==> src/design/bitp_pkg.sv <==
// shared types, character codes and classification functions for the
// boolean infix-to-postfix converter; no dependencies
package bitp_pkg;

    localparam int DEFAULT_STACK_DEPTH = 32;

    localparam logic [7:0] CH_NUL    = 8'h00;
    localparam logic [7:0] CH_EQU    = 8'h3D; // =
    localparam logic [7:0] CH_IMP    = 8'h3E; // >
    localparam logic [7:0] CH_OR_LO  = 8'h76; // v
    localparam logic [7:0] CH_OR_UP  = 8'h56; // V
    localparam logic [7:0] CH_OR_PL  = 8'h2B; // +
    localparam logic [7:0] CH_AND_CA = 8'h5E; // ^
    localparam logic [7:0] CH_AND_AM = 8'h26; // &
    localparam logic [7:0] CH_AND_ST = 8'h2A; // *
    localparam logic [7:0] CH_NOT_TI = 8'h7E; // ~
    localparam logic [7:0] CH_NOT_MI = 8'h2D; // -
    localparam logic [7:0] CH_OPEN   = 8'h28; // (
    localparam logic [7:0] CH_CLOSE  = 8'h29; // )
    localparam logic [7:0] CH_UP_A   = 8'h41;
    localparam logic [7:0] CH_UP_Z   = 8'h5A;
    localparam logic [7:0] CH_LO_A   = 8'h61;
    localparam logic [7:0] CH_LO_Z   = 8'h7A;

    localparam logic [2:0] PREC_NONE  = 3'd0;
    localparam logic [2:0] PREC_EQU   = 3'd1;
    localparam logic [2:0] PREC_IMP   = 3'd2;
    localparam logic [2:0] PREC_OR    = 3'd3;
    localparam logic [2:0] PREC_AND   = 3'd4;
    localparam logic [2:0] PREC_NOT   = 3'd5;

    typedef logic [2:0] prec_t;

    typedef enum logic [1:0] {
        ERR_NONE,
        ERR_OVERFLOW,
        ERR_CLOSE,
        ERR_OPEN
    } err_t;

    typedef enum logic [2:0] {
        CLS_OTHER,
        CLS_LETTER,
        CLS_BINARY,
        CLS_UNARY,
        CLS_OPEN,
        CLS_CLOSE
    } cls_t;

    typedef enum logic [2:0] {
        ST_IDLE,
        ST_POP_OP,
        ST_PUSH,
        ST_POP_CLOSE,
        ST_FLUSH,
        ST_FINISH
    } state_t;

    // v and V are operators, so the binary arm must come before the letter ranges
    function automatic cls_t classify(input logic [7:0] c);
        cls_t cls;
        case (c) inside
            CH_EQU, CH_IMP, CH_OR_LO, CH_OR_UP, CH_OR_PL,
            CH_AND_CA, CH_AND_AM, CH_AND_ST:        cls = CLS_BINARY;
            CH_NOT_TI, CH_NOT_MI:                   cls = CLS_UNARY;
            CH_OPEN:                                cls = CLS_OPEN;
            CH_CLOSE:                               cls = CLS_CLOSE;
            [CH_UP_A:CH_UP_Z], [CH_LO_A:CH_LO_Z]:   cls = CLS_LETTER;
            default:                                cls = CLS_OTHER;
        endcase
        return cls;
    endfunction

    function automatic prec_t prec_of(input logic [7:0] c);
        prec_t p;
        case (c) inside
            CH_EQU:                             p = PREC_EQU;
            CH_IMP:                             p = PREC_IMP;
            CH_OR_LO, CH_OR_UP, CH_OR_PL:       p = PREC_OR;
            CH_AND_CA, CH_AND_AM, CH_AND_ST:    p = PREC_AND;
            CH_NOT_TI, CH_NOT_MI:               p = PREC_NOT;
            default:                            p = PREC_NONE;
        endcase
        return p;
    endfunction

endpackage

==> src/design/bitp_stack.sv <==
// operator stack storage: one write port, one registered read port
// read of the address being written returns the new data; depends on bitp_pkg
module bitp_stack #(
    parameter int STACK_DEPTH = bitp_pkg::DEFAULT_STACK_DEPTH,
    localparam int ADDR_W = $clog2(STACK_DEPTH)
) (
    input  logic              aclk,
    input  logic              we,
    input  logic [ADDR_W-1:0] waddr,
    input  logic [7:0]        wdata,
    input  logic [ADDR_W-1:0] raddr,
    output logic [7:0]        rdata
);

    logic [7:0] mem [STACK_DEPTH];
    logic [7:0] rdata_reg;

    always_ff @(posedge aclk) begin
        if (we) begin
            mem[waddr] <= wdata;
        end
    end

    always_ff @(posedge aclk) begin
        if (we && (waddr == raddr)) begin
            rdata_reg <= wdata;
        end else begin
            rdata_reg <= mem[raddr];
        end
    end

    assign rdata = rdata_reg;

endmodule

==> src/design/bitp_popcmp.sv <==
// precedence compare unit: decides whether the stacked operator leaves
// before the incoming one; depends on bitp_pkg
module bitp_popcmp (
    input  logic [7:0] top_sym,
    input  logic [7:0] in_char,
    output logic       pop_hit
);

    bitp_pkg::prec_t top_prec;
    bitp_pkg::prec_t in_prec;
    bitp_pkg::cls_t  in_cls;

    always_comb begin
        top_prec = bitp_pkg::prec_of(top_sym);
        in_prec  = bitp_pkg::prec_of(in_char);
        in_cls   = bitp_pkg::classify(in_char);
        // unary not is right-associative, binary operators left-associative
        if (in_cls == bitp_pkg::CLS_UNARY) begin
            pop_hit = top_prec > in_prec;
        end else begin
            pop_hit = top_prec >= in_prec;
        end
    end

endmodule

==> src/design/bitp_ctrl.sv <==
// sequencer: takes one character, pops/pushes the stack one entry per cycle, pops waiting
// on output stalls; stages results so the last one can be marked; depends on bitp_pkg
module bitp_ctrl #(
    parameter int STACK_DEPTH = bitp_pkg::DEFAULT_STACK_DEPTH,
    localparam int ADDR_W = $clog2(STACK_DEPTH)
) (
    input  logic              aclk,
    input  logic              aresetn,
    input  logic              s_valid,
    output logic              s_ready,
    input  logic [7:0]        s_character,
    input  logic              s_end_of_expression,
    output logic              m_valid,
    input  logic              m_ready,
    output logic [7:0]        m_symbol,
    output logic              m_last_of_run,
    output logic [1:0]        m_error,
    input  logic [7:0]        top_sym,
    input  logic              pop_hit,
    output logic [7:0]        cmp_char,
    output logic              stk_we,
    output logic [ADDR_W-1:0] stk_waddr,
    output logic [7:0]        stk_wdata,
    output logic [ADDR_W-1:0] stk_raddr
);

    localparam int CNT_W = $clog2(STACK_DEPTH + 1);

    bitp_pkg::state_t state_reg, state_next;
    bitp_pkg::cls_t   cls_reg;
    bitp_pkg::cls_t   in_cls;
    bitp_pkg::err_t   err_reg;
    bitp_pkg::err_t   acc_err;
    logic [7:0]       char_reg;
    logic             fin_reg;
    logic [CNT_W-1:0] count_reg, count_next;
    logic [CNT_W-1:0] paren_reg, paren_next;
    logic [CNT_W-1:0] cnt_dec;
    logic             stage_valid_reg, stage_valid_next;
    logic [7:0]       stage_sym_reg;
    logic             m_valid_reg, m_valid_next;
    logic [7:0]       m_symbol_reg;
    logic             m_last_reg;
    bitp_pkg::err_t   m_error_reg;

    logic accept, out_free, can_emit, count_empty, count_full, top_is_open;
    logic open_left;
    logic do_pop, do_push, paren_inc, paren_dec;
    logic emit_req, emit_fire, finalize, err_only, out_load;
    logic [7:0] emit_sym;
    bitp_pkg::state_t after_char;

    assign accept      = (state_reg == bitp_pkg::ST_IDLE) && s_valid;
    assign out_free    = !m_valid_reg || m_ready;
    assign can_emit    = !stage_valid_reg || out_free;
    assign count_empty = count_reg == '0;
    assign count_full  = count_reg == CNT_W'(STACK_DEPTH);
    assign top_is_open = top_sym == bitp_pkg::CH_OPEN;
    assign in_cls      = bitp_pkg::classify(s_character);
    assign cmp_char    = (state_reg == bitp_pkg::ST_IDLE) ? s_character : char_reg;

    // all errors of a step are known up front from the stack top, fill and paren counts
    always_comb begin
        acc_err = bitp_pkg::ERR_NONE;
        case (in_cls)
            bitp_pkg::CLS_BINARY,
            bitp_pkg::CLS_UNARY: begin
                if (count_full && !pop_hit) acc_err = bitp_pkg::ERR_OVERFLOW;
            end
            bitp_pkg::CLS_OPEN: begin
                if (count_full) acc_err = bitp_pkg::ERR_OVERFLOW;
            end
            bitp_pkg::CLS_CLOSE: begin
                if (paren_reg == '0) acc_err = bitp_pkg::ERR_CLOSE;
            end
            default: acc_err = bitp_pkg::ERR_NONE;
        endcase
        if (in_cls == bitp_pkg::CLS_OPEN) begin
            open_left = 1'b1;
        end else if (in_cls == bitp_pkg::CLS_CLOSE) begin
            open_left = paren_reg > CNT_W'(1);
        end else begin
            open_left = paren_reg != '0;
        end
        if ((acc_err == bitp_pkg::ERR_NONE) && s_end_of_expression && open_left) begin
            acc_err = bitp_pkg::ERR_OPEN;
        end
    end

    // next state
    always_comb begin
        state_next = state_reg;
        after_char = fin_reg ? bitp_pkg::ST_FLUSH : bitp_pkg::ST_FINISH;
        unique case (state_reg)
            bitp_pkg::ST_IDLE: begin
                if (s_valid) begin
                    case (in_cls)
                        bitp_pkg::CLS_BINARY,
                        bitp_pkg::CLS_UNARY: state_next = bitp_pkg::ST_POP_OP;
                        bitp_pkg::CLS_OPEN:  state_next = bitp_pkg::ST_PUSH;
                        bitp_pkg::CLS_CLOSE: state_next = bitp_pkg::ST_POP_CLOSE;
                        default: begin
                            state_next = s_end_of_expression ? bitp_pkg::ST_FLUSH
                                                             : bitp_pkg::ST_FINISH;
                        end
                    endcase
                end
            end
            bitp_pkg::ST_POP_OP: begin
                if (count_empty || !pop_hit) state_next = bitp_pkg::ST_PUSH;
            end
            bitp_pkg::ST_PUSH: begin
                state_next = after_char;
            end
            bitp_pkg::ST_POP_CLOSE: begin
                if (count_empty || top_is_open) state_next = after_char;
            end
            bitp_pkg::ST_FLUSH: begin
                if (count_empty && can_emit) state_next = bitp_pkg::ST_FINISH;
            end
            bitp_pkg::ST_FINISH: begin
                if (stage_valid_reg || (err_reg != bitp_pkg::ERR_NONE)) begin
                    if (out_free) state_next = bitp_pkg::ST_IDLE;
                end else begin
                    state_next = bitp_pkg::ST_IDLE;
                end
            end
            default: state_next = bitp_pkg::ST_IDLE;
        endcase
    end

    // actions of each state
    always_comb begin
        do_pop    = 1'b0;
        do_push   = 1'b0;
        paren_inc = 1'b0;
        paren_dec = 1'b0;
        emit_req  = 1'b0;
        emit_sym  = top_sym;
        finalize  = 1'b0;
        err_only  = 1'b0;
        unique case (state_reg)
            bitp_pkg::ST_IDLE: begin
                if (s_valid && (in_cls == bitp_pkg::CLS_LETTER)) begin
                    emit_req = 1'b1;
                    emit_sym = s_character;
                end
            end
            bitp_pkg::ST_POP_OP: begin
                if (!count_empty && pop_hit) begin
                    emit_req = 1'b1;
                    do_pop   = can_emit;
                end
            end
            bitp_pkg::ST_PUSH: begin
                if (!count_full) begin
                    do_push   = 1'b1;
                    paren_inc = cls_reg == bitp_pkg::CLS_OPEN;
                end
            end
            bitp_pkg::ST_POP_CLOSE: begin
                if (!count_empty) begin
                    if (top_is_open) begin
                        do_pop    = 1'b1;
                        paren_dec = 1'b1;
                    end else begin
                        emit_req = 1'b1;
                        do_pop   = can_emit;
                    end
                end
            end
            bitp_pkg::ST_FLUSH: begin
                if (count_empty) begin
                    emit_req = 1'b1;
                    emit_sym = bitp_pkg::CH_NUL;
                end else if (top_is_open) begin
                    // an unmatched open is dropped silently, the error is already set
                    do_pop    = 1'b1;
                    paren_dec = 1'b1;
                end else begin
                    emit_req = 1'b1;
                    do_pop   = can_emit;
                end
            end
            bitp_pkg::ST_FINISH: begin
                if (stage_valid_reg) begin
                    finalize = out_free;
                end else if (err_reg != bitp_pkg::ERR_NONE) begin
                    err_only = out_free;
                end
            end
            default: begin
                do_pop = 1'b0;
            end
        endcase
    end

    assign emit_fire = emit_req && can_emit;
    assign out_load  = (emit_fire && stage_valid_reg) || finalize || err_only;

    always_comb begin
        count_next = count_reg;
        if (do_pop) begin
            count_next = count_reg - CNT_W'(1);
        end else if (do_push) begin
            count_next = count_reg + CNT_W'(1);
        end
        paren_next = paren_reg;
        if (paren_dec) begin
            paren_next = paren_reg - CNT_W'(1);
        end else if (paren_inc) begin
            paren_next = paren_reg + CNT_W'(1);
        end
        stage_valid_next = stage_valid_reg;
        if (emit_fire) begin
            stage_valid_next = 1'b1;
        end else if (finalize) begin
            stage_valid_next = 1'b0;
        end
        m_valid_next = out_load ? 1'b1 : (m_valid_reg && !m_ready);
    end

    // keep the read port pointed at the entry that will be on top next cycle
    assign cnt_dec   = count_next - CNT_W'(1);
    assign stk_raddr = (count_next == '0) ? '0 : cnt_dec[ADDR_W-1:0];
    assign stk_we    = do_push;
    assign stk_waddr = count_reg[ADDR_W-1:0];
    assign stk_wdata = char_reg;

    always_ff @(posedge aclk) begin
        if (!aresetn) begin
            state_reg       <= bitp_pkg::ST_IDLE;
            count_reg       <= '0;
            paren_reg       <= '0;
            stage_valid_reg <= 1'b0;
            m_valid_reg     <= 1'b0;
        end else begin
            state_reg       <= state_next;
            count_reg       <= count_next;
            paren_reg       <= paren_next;
            stage_valid_reg <= stage_valid_next;
            m_valid_reg     <= m_valid_next;
        end
    end

    always_ff @(posedge aclk) begin
        if (accept) begin
            char_reg <= s_character;
            fin_reg  <= s_end_of_expression;
            cls_reg  <= in_cls;
            err_reg  <= acc_err;
        end
        if (emit_fire) begin
            stage_sym_reg <= emit_sym;
        end
        if (out_load) begin
            m_symbol_reg <= err_only ? bitp_pkg::CH_NUL : stage_sym_reg;
            m_last_reg   <= finalize || err_only;
            m_error_reg  <= err_reg;
        end
    end

    assign s_ready       = state_reg == bitp_pkg::ST_IDLE;
    assign m_valid       = m_valid_reg;
    assign m_symbol      = m_symbol_reg;
    assign m_last_of_run = m_last_reg;
    assign m_error       = m_error_reg;

endmodule

==> src/design/boolean_infix_to_postfix.sv <==
// a letter is staged when taken and reaches the output register once a later result
//   or the end of its run releases it; an item is taken only in idle, then the input stays
//   closed as entries pop, '(' or an operator is pushed and the end flag flushes the stack
// reset: synchronous active-low aresetn empties the stack and drops all pending results;
//   stack contents are not cleared and need no clearing pass
// depends on bitp_pkg, bitp_stack, bitp_popcmp, bitp_ctrl
module boolean_infix_to_postfix #(
    parameter int STACK_DEPTH = bitp_pkg::DEFAULT_STACK_DEPTH
) (
    input  logic       aclk,
    input  logic       aresetn,
    input  logic       s_valid,
    output logic       s_ready,
    input  logic [7:0] s_character,
    input  logic       s_end_of_expression,
    output logic       m_valid,
    input  logic       m_ready,
    output logic [7:0] m_symbol,
    output logic       m_last_of_run,
    output logic [1:0] m_error
);

    localparam int ADDR_W = $clog2(STACK_DEPTH);

    logic [7:0]        top_sym;
    logic [7:0]        cmp_char;
    logic              pop_hit;
    logic              stk_we;
    logic [ADDR_W-1:0] stk_waddr;
    logic [ADDR_W-1:0] stk_raddr;
    logic [7:0]        stk_wdata;

    bitp_stack #(
        .STACK_DEPTH (STACK_DEPTH)
    ) u_stack (
        .aclk  (aclk),
        .we    (stk_we),
        .waddr (stk_waddr),
        .wdata (stk_wdata),
        .raddr (stk_raddr),
        .rdata (top_sym)
    );

    bitp_popcmp u_popcmp (
        .top_sym (top_sym),
        .in_char (cmp_char),
        .pop_hit (pop_hit)
    );

    bitp_ctrl #(
        .STACK_DEPTH (STACK_DEPTH)
    ) u_ctrl (
        .aclk                (aclk),
        .aresetn             (aresetn),
        .s_valid             (s_valid),
        .s_ready             (s_ready),
        .s_character         (s_character),
        .s_end_of_expression (s_end_of_expression),
        .m_valid             (m_valid),
        .m_ready             (m_ready),
        .m_symbol            (m_symbol),
        .m_last_of_run       (m_last_of_run),
        .m_error             (m_error),
        .top_sym             (top_sym),
        .pop_hit             (pop_hit),
        .cmp_char            (cmp_char),
        .stk_we              (stk_we),
        .stk_waddr           (stk_waddr),
        .stk_wdata           (stk_wdata),
        .stk_raddr           (stk_raddr)
    );

endmodule

==> config.mk <==
export PLATFORM = sky130hd
export DESIGN_NAME = boolean_infix_to_postfix
export DESIGN_NICKNAME = d
export VERILOG_FILES = /design/src/design/bitp_pkg.sv /design/src/design/bitp_stack.sv /design/src/design/bitp_popcmp.sv /design/src/design/bitp_ctrl.sv /design/src/design/boolean_infix_to_postfix.sv
export SDC_FILE = /design/constraint.sdc
export NUM_CORES = 1
export LEC_CHECK = 0
export BUFFER_PORTS_ARGS = -buffer_cell sky130_fd_sc_hd__buf_2
export CORE_MARGIN = 1
export CORE_UTILIZATION = 28
export DETAILED_ROUTE_END_ITERATION = 8
export PLACE_DENSITY_LB_ADDON = 0.15
export SLEW_MARGIN = 20
export SYNTH_ARGS = -nofsm -noshare
export SYNTH_HDL_FRONTEND = slang
export SYNTH_HIERARCHICAL = 1
export SYNTH_SLANG_ARGS = --single-unit
==> constraint.sdc <==
create_clock -name aclk -period 11.75 [get_ports aclk]
set_input_delay 1.7625 -clock aclk [delete_from_list [all_inputs] [get_ports aclk]]
set_output_delay 1.7625 -clock aclk [all_outputs]
set_load 0.1 [all_outputs]
==> results by group <==
Timing
  – Peak Freq: 147 MHz
  – Clock skew: between 10 and 15 ps
  – Final period utilization: between 50 and 60%
  – Slew margin rel.: roughly 31%
  – Setup repair after global routing missed its margin: false
  – Final Max Tran Viols: 0
  – Setup Total Neg Slack: 0 ps
  – Worst-Margin Slew: 1040 ps
  – Final setup vio count: 0
  – Fin. Hold Viols: 0
  – Min Tclk post-route: 6800 ps

Logic synthesis
  – Seq/Total Area, Yosys: 68.5%
  – Most frequent cell after synthesis: edfxtp_1
  – Netlist cell types: 75
  – Synth Cell Area: 13300 µm²
  – Mapped Nets: a little under 800
  – Mean Syn Cell Area: between 15 and 20 µm²
  – Synthesized flop and latch total: around 310
  – Synth top area cells: edfxtp_1 65%, mux4_2 14%, dfxtp_1 3.3%
  – Primary FF master, synth: edfxtp_1
  – Synth warnings: 6
  – EDFF count, synth: around 290
  – Post-synth top area cell: edfxtp_1
  – Synth cell count leaders: 289 x edfxtp_1, 80 x mux4_2, 66 x nor2_1
  – Mapped Cells: 756
  – Area share of the largest cell type after synthesis: 65.2%
  – Post-synthesis async set-or-reset flop share: 0%

Setup path
  – Critical Path Sink Type: flip-flop
  – CP Cell Sequence: buf_4 > mux4_2 > mux4_2 > mux2_2 > or4b_4 > nor3_2 > a21oi_1 > nor2b_4 > ha_1 > nand2b_1 > a21oi_1 > nor2b_1 > o32a_1 > or2_2 > a21oi_1 > o22a_1 > nor2_1 > nor2_1 > xnor2_1 > ha_1 > o21a_1 > nand4_1 > and2_1
  – Crit path buffers/inverters: 1
  – Cell depth of the worst setup path: 23
  – Crit path top cell by count: a21oi_1
  – Crit Path Max Fanout: 33
  – CP max stage delay: 780 ps
  – Slowest cell on crit path: dfxtp_4
  – Critical Path Source Type: flip-flop
  – Cell family with most CP delay: simple AND/OR/NAND/NOR gates
  – Critical path class: reg -> reg
  – Req. time, crit path: 12190 ps
  – Reg2Reg Depth: 23
  – CP arrival: 7240 ps

Layout
  – Area grow syn2layout: 14.1%
  – Final core utilization: 32.5%
  – Nets: 817
  – Inserted Diodes: 0
  – Finished Layout Cells: 1422
  – Sequential cell area: 9130 µm²
  – Register with the most flip-flops: u_stack/mem
  – Area of the multi-input gates: between 3000 and 4000 µm²
  – Proportion of layout cells with a drive suffix above 1: about a quarter
  – FILL cells: 4466
  – Max reg flops: 256

CTS
  – Num CTS Buffers: 36
  – Clock latency on the worst-skew pair: 540 ps
  – CTS clk-pin slew, worst paths: 60 ps
  – CTS sink count: just over 300
  – Post-CTS Setup Bufs: 0
  – CTS tree: yes
  – Post-CTS sizing: 0
  – Root buffer cell: clkbuf_16
  – Maximum root-to-sink buffer count: 3
  – CTS H-tree depth: 2
  – CTS Hold Bufs: 0

Die
  – Core box area: 46800 µm²
  – Row cnt: 79
  – Die X-Extent: 220 µm
  – Starting Density: 28.5%
  – Num ports: 26
  – Die Ht: 220 µm
  – Die footprint: 48400 µm²

Route
  – Routed len/inst: roughly 22 µm
  – Via count: 6962
  – Final WL: approximately 31000 µm
  – TritonRoute pass-1 iters: 9
  – DRT iter0 DRCs: between 500 and 600
  – Antenna-violating nets left: 0
  – Vias/cell: roughly 4.9
  – Drt drc: 10

Placement
  – Placed Instances: approximately 1400
  – PortBufs: 25
  – DP HPWL: 19800 µm
  – GP Congestion: around 0.74

Pwr
  – PwrDens: 241 nW/µm²
  – Total leakage power: 0.00475 µW
  – Overall power: approximately 3700 µW
  – Peak VDD IR: 0.000102 V

Status
  – Failing checks: DRC
  – Outcome: finished, violations left

Global route
  – Antenna violations before repair: 1
  – Global route overflow: 0
  – Met2 usage: 21.4%
  – Gr usage total: a little over an eighth
  – Largest net degree at the start of global routing: 65
  – GRT Max-Usage Layer: met2
  – Vias in the first global route: 7032
  – Global routing usage on met3: between 2 and 2.5%
  – Met1 usage: 18.5%
  – First-pass GRT wire length: approximately 47000 µm

Hold path
  – Tightest Hold Check Type: reg -> reg
  – Hold Path Cell Cnt: 0

Flow run
  – Maxcap violations: 0
[kinds of logic after synthesis]
kind of cell	after synthesis	share of synthesized area [%]
adder cells (fa/ha/maj)	11	1.03
XOR/XNOR	8	0.526
AO/OA/AOI/OAI	83	4.61
AND/OR/NAND/NOR	195	8.33
multiplexers	99	15.1
flip-flops	311	68.5
buffers and inverters	49	1.89
[routing by layer]
| metal | vias to the layer above | routed length (µm) |
|---|---|---|
| li1 | 3145 | - |
| met1 | 3576 | 14400 |
| met2 | 190 | 14800 |
| met3 | 51 | 1290 |
| met4 | 0 | 707 |
| met5 | - | 0 |
[path summary, 6_finish.rpt]
kind / start / to / slack, ps
max: flip-flop / flip-flop / 4950
min: u_ctrl/err_reg[0]$_SDFFCE_PP1P_ / u_ctrl/m_error[0]$_DFFE_PP_ / 490
max reg2reg: flip-flop / flip-flop / 4950
min reg2reg: u_ctrl/err_reg[0]$_SDFFCE_PP1P_ / u_ctrl/m_error[0]$_DFFE_PP_ / 490
[where the power goes]
group | internal [µW] | switching [µW] | leakage (µW)
Clock | 618 | 434 | 0.000534
Sequential | 1340 | 113 | 0.00279
Combinational | 500 | 664 | 0.00142
[metrics by stage]
stage	hold slack, ps	setup WS (ps)	instance area (µm²)
6_report	490	4950	15200
5_1_grt	523	4430	15200
4_1_cts	494	4870	15200
3_5_place_dp	480	4900	14100
3_3_place_gp	470	4910	14100
2_1_floorplan	452	6020	13300
[area by class of cell]
type / count / share of cell area [%]
clock buffers: 44 / 6.27
well taps: 607 / 5.00
inverters: 12 / 0.296
flip-flops and latches: 311 / 60.1
multi-input cells: 396 / 26.0
clock inverters: 16 / 0.889
repair buffers: 36 / 1.52
[cell usage in the layout, fill, tap and decap left out, types with 6 or more instances in the layout]
| cell type | Yosys | layout |
|---|---|---|
| nand2_1 | 22 | 22 |
| buf_4 | 12 | 8 |
| clkbuf_1 | 11 | 7 |
| nand2b_1 | 8 | 8 |
| a31oi_1 | 8 | 8 |
| xnor2_1 | 6 | 6 |
| dfxtp_1 | 22 | 20 |
| edfxtp_1 | 289 | 289 |
| nor3_1 | 6 | 6 |
| nand4_1 | 7 | 7 |
| nor2_1 | 66 | 66 |
| nand3b_1 | 7 | 7 |
| buf_2 | 6 | 25 |
| nor2b_1 | 14 | 14 |
| nand3_1 | 13 | 13 |
| mux4_2 | 80 | 80 |
| ha_1 | 11 | 11 |
| a22o_1 | 6 | 6 |
| mux2_2 | 17 | 17 |
| inv_1 | 11 | 11 |
| clkbuf_16 | 0 | 37 |
| clkinv_1 | 0 | 8 |
| a21oi_1 | 14 | 14 |
| o21ai_0 | 13 | 13 |
(Power assumes the default switching activity.)
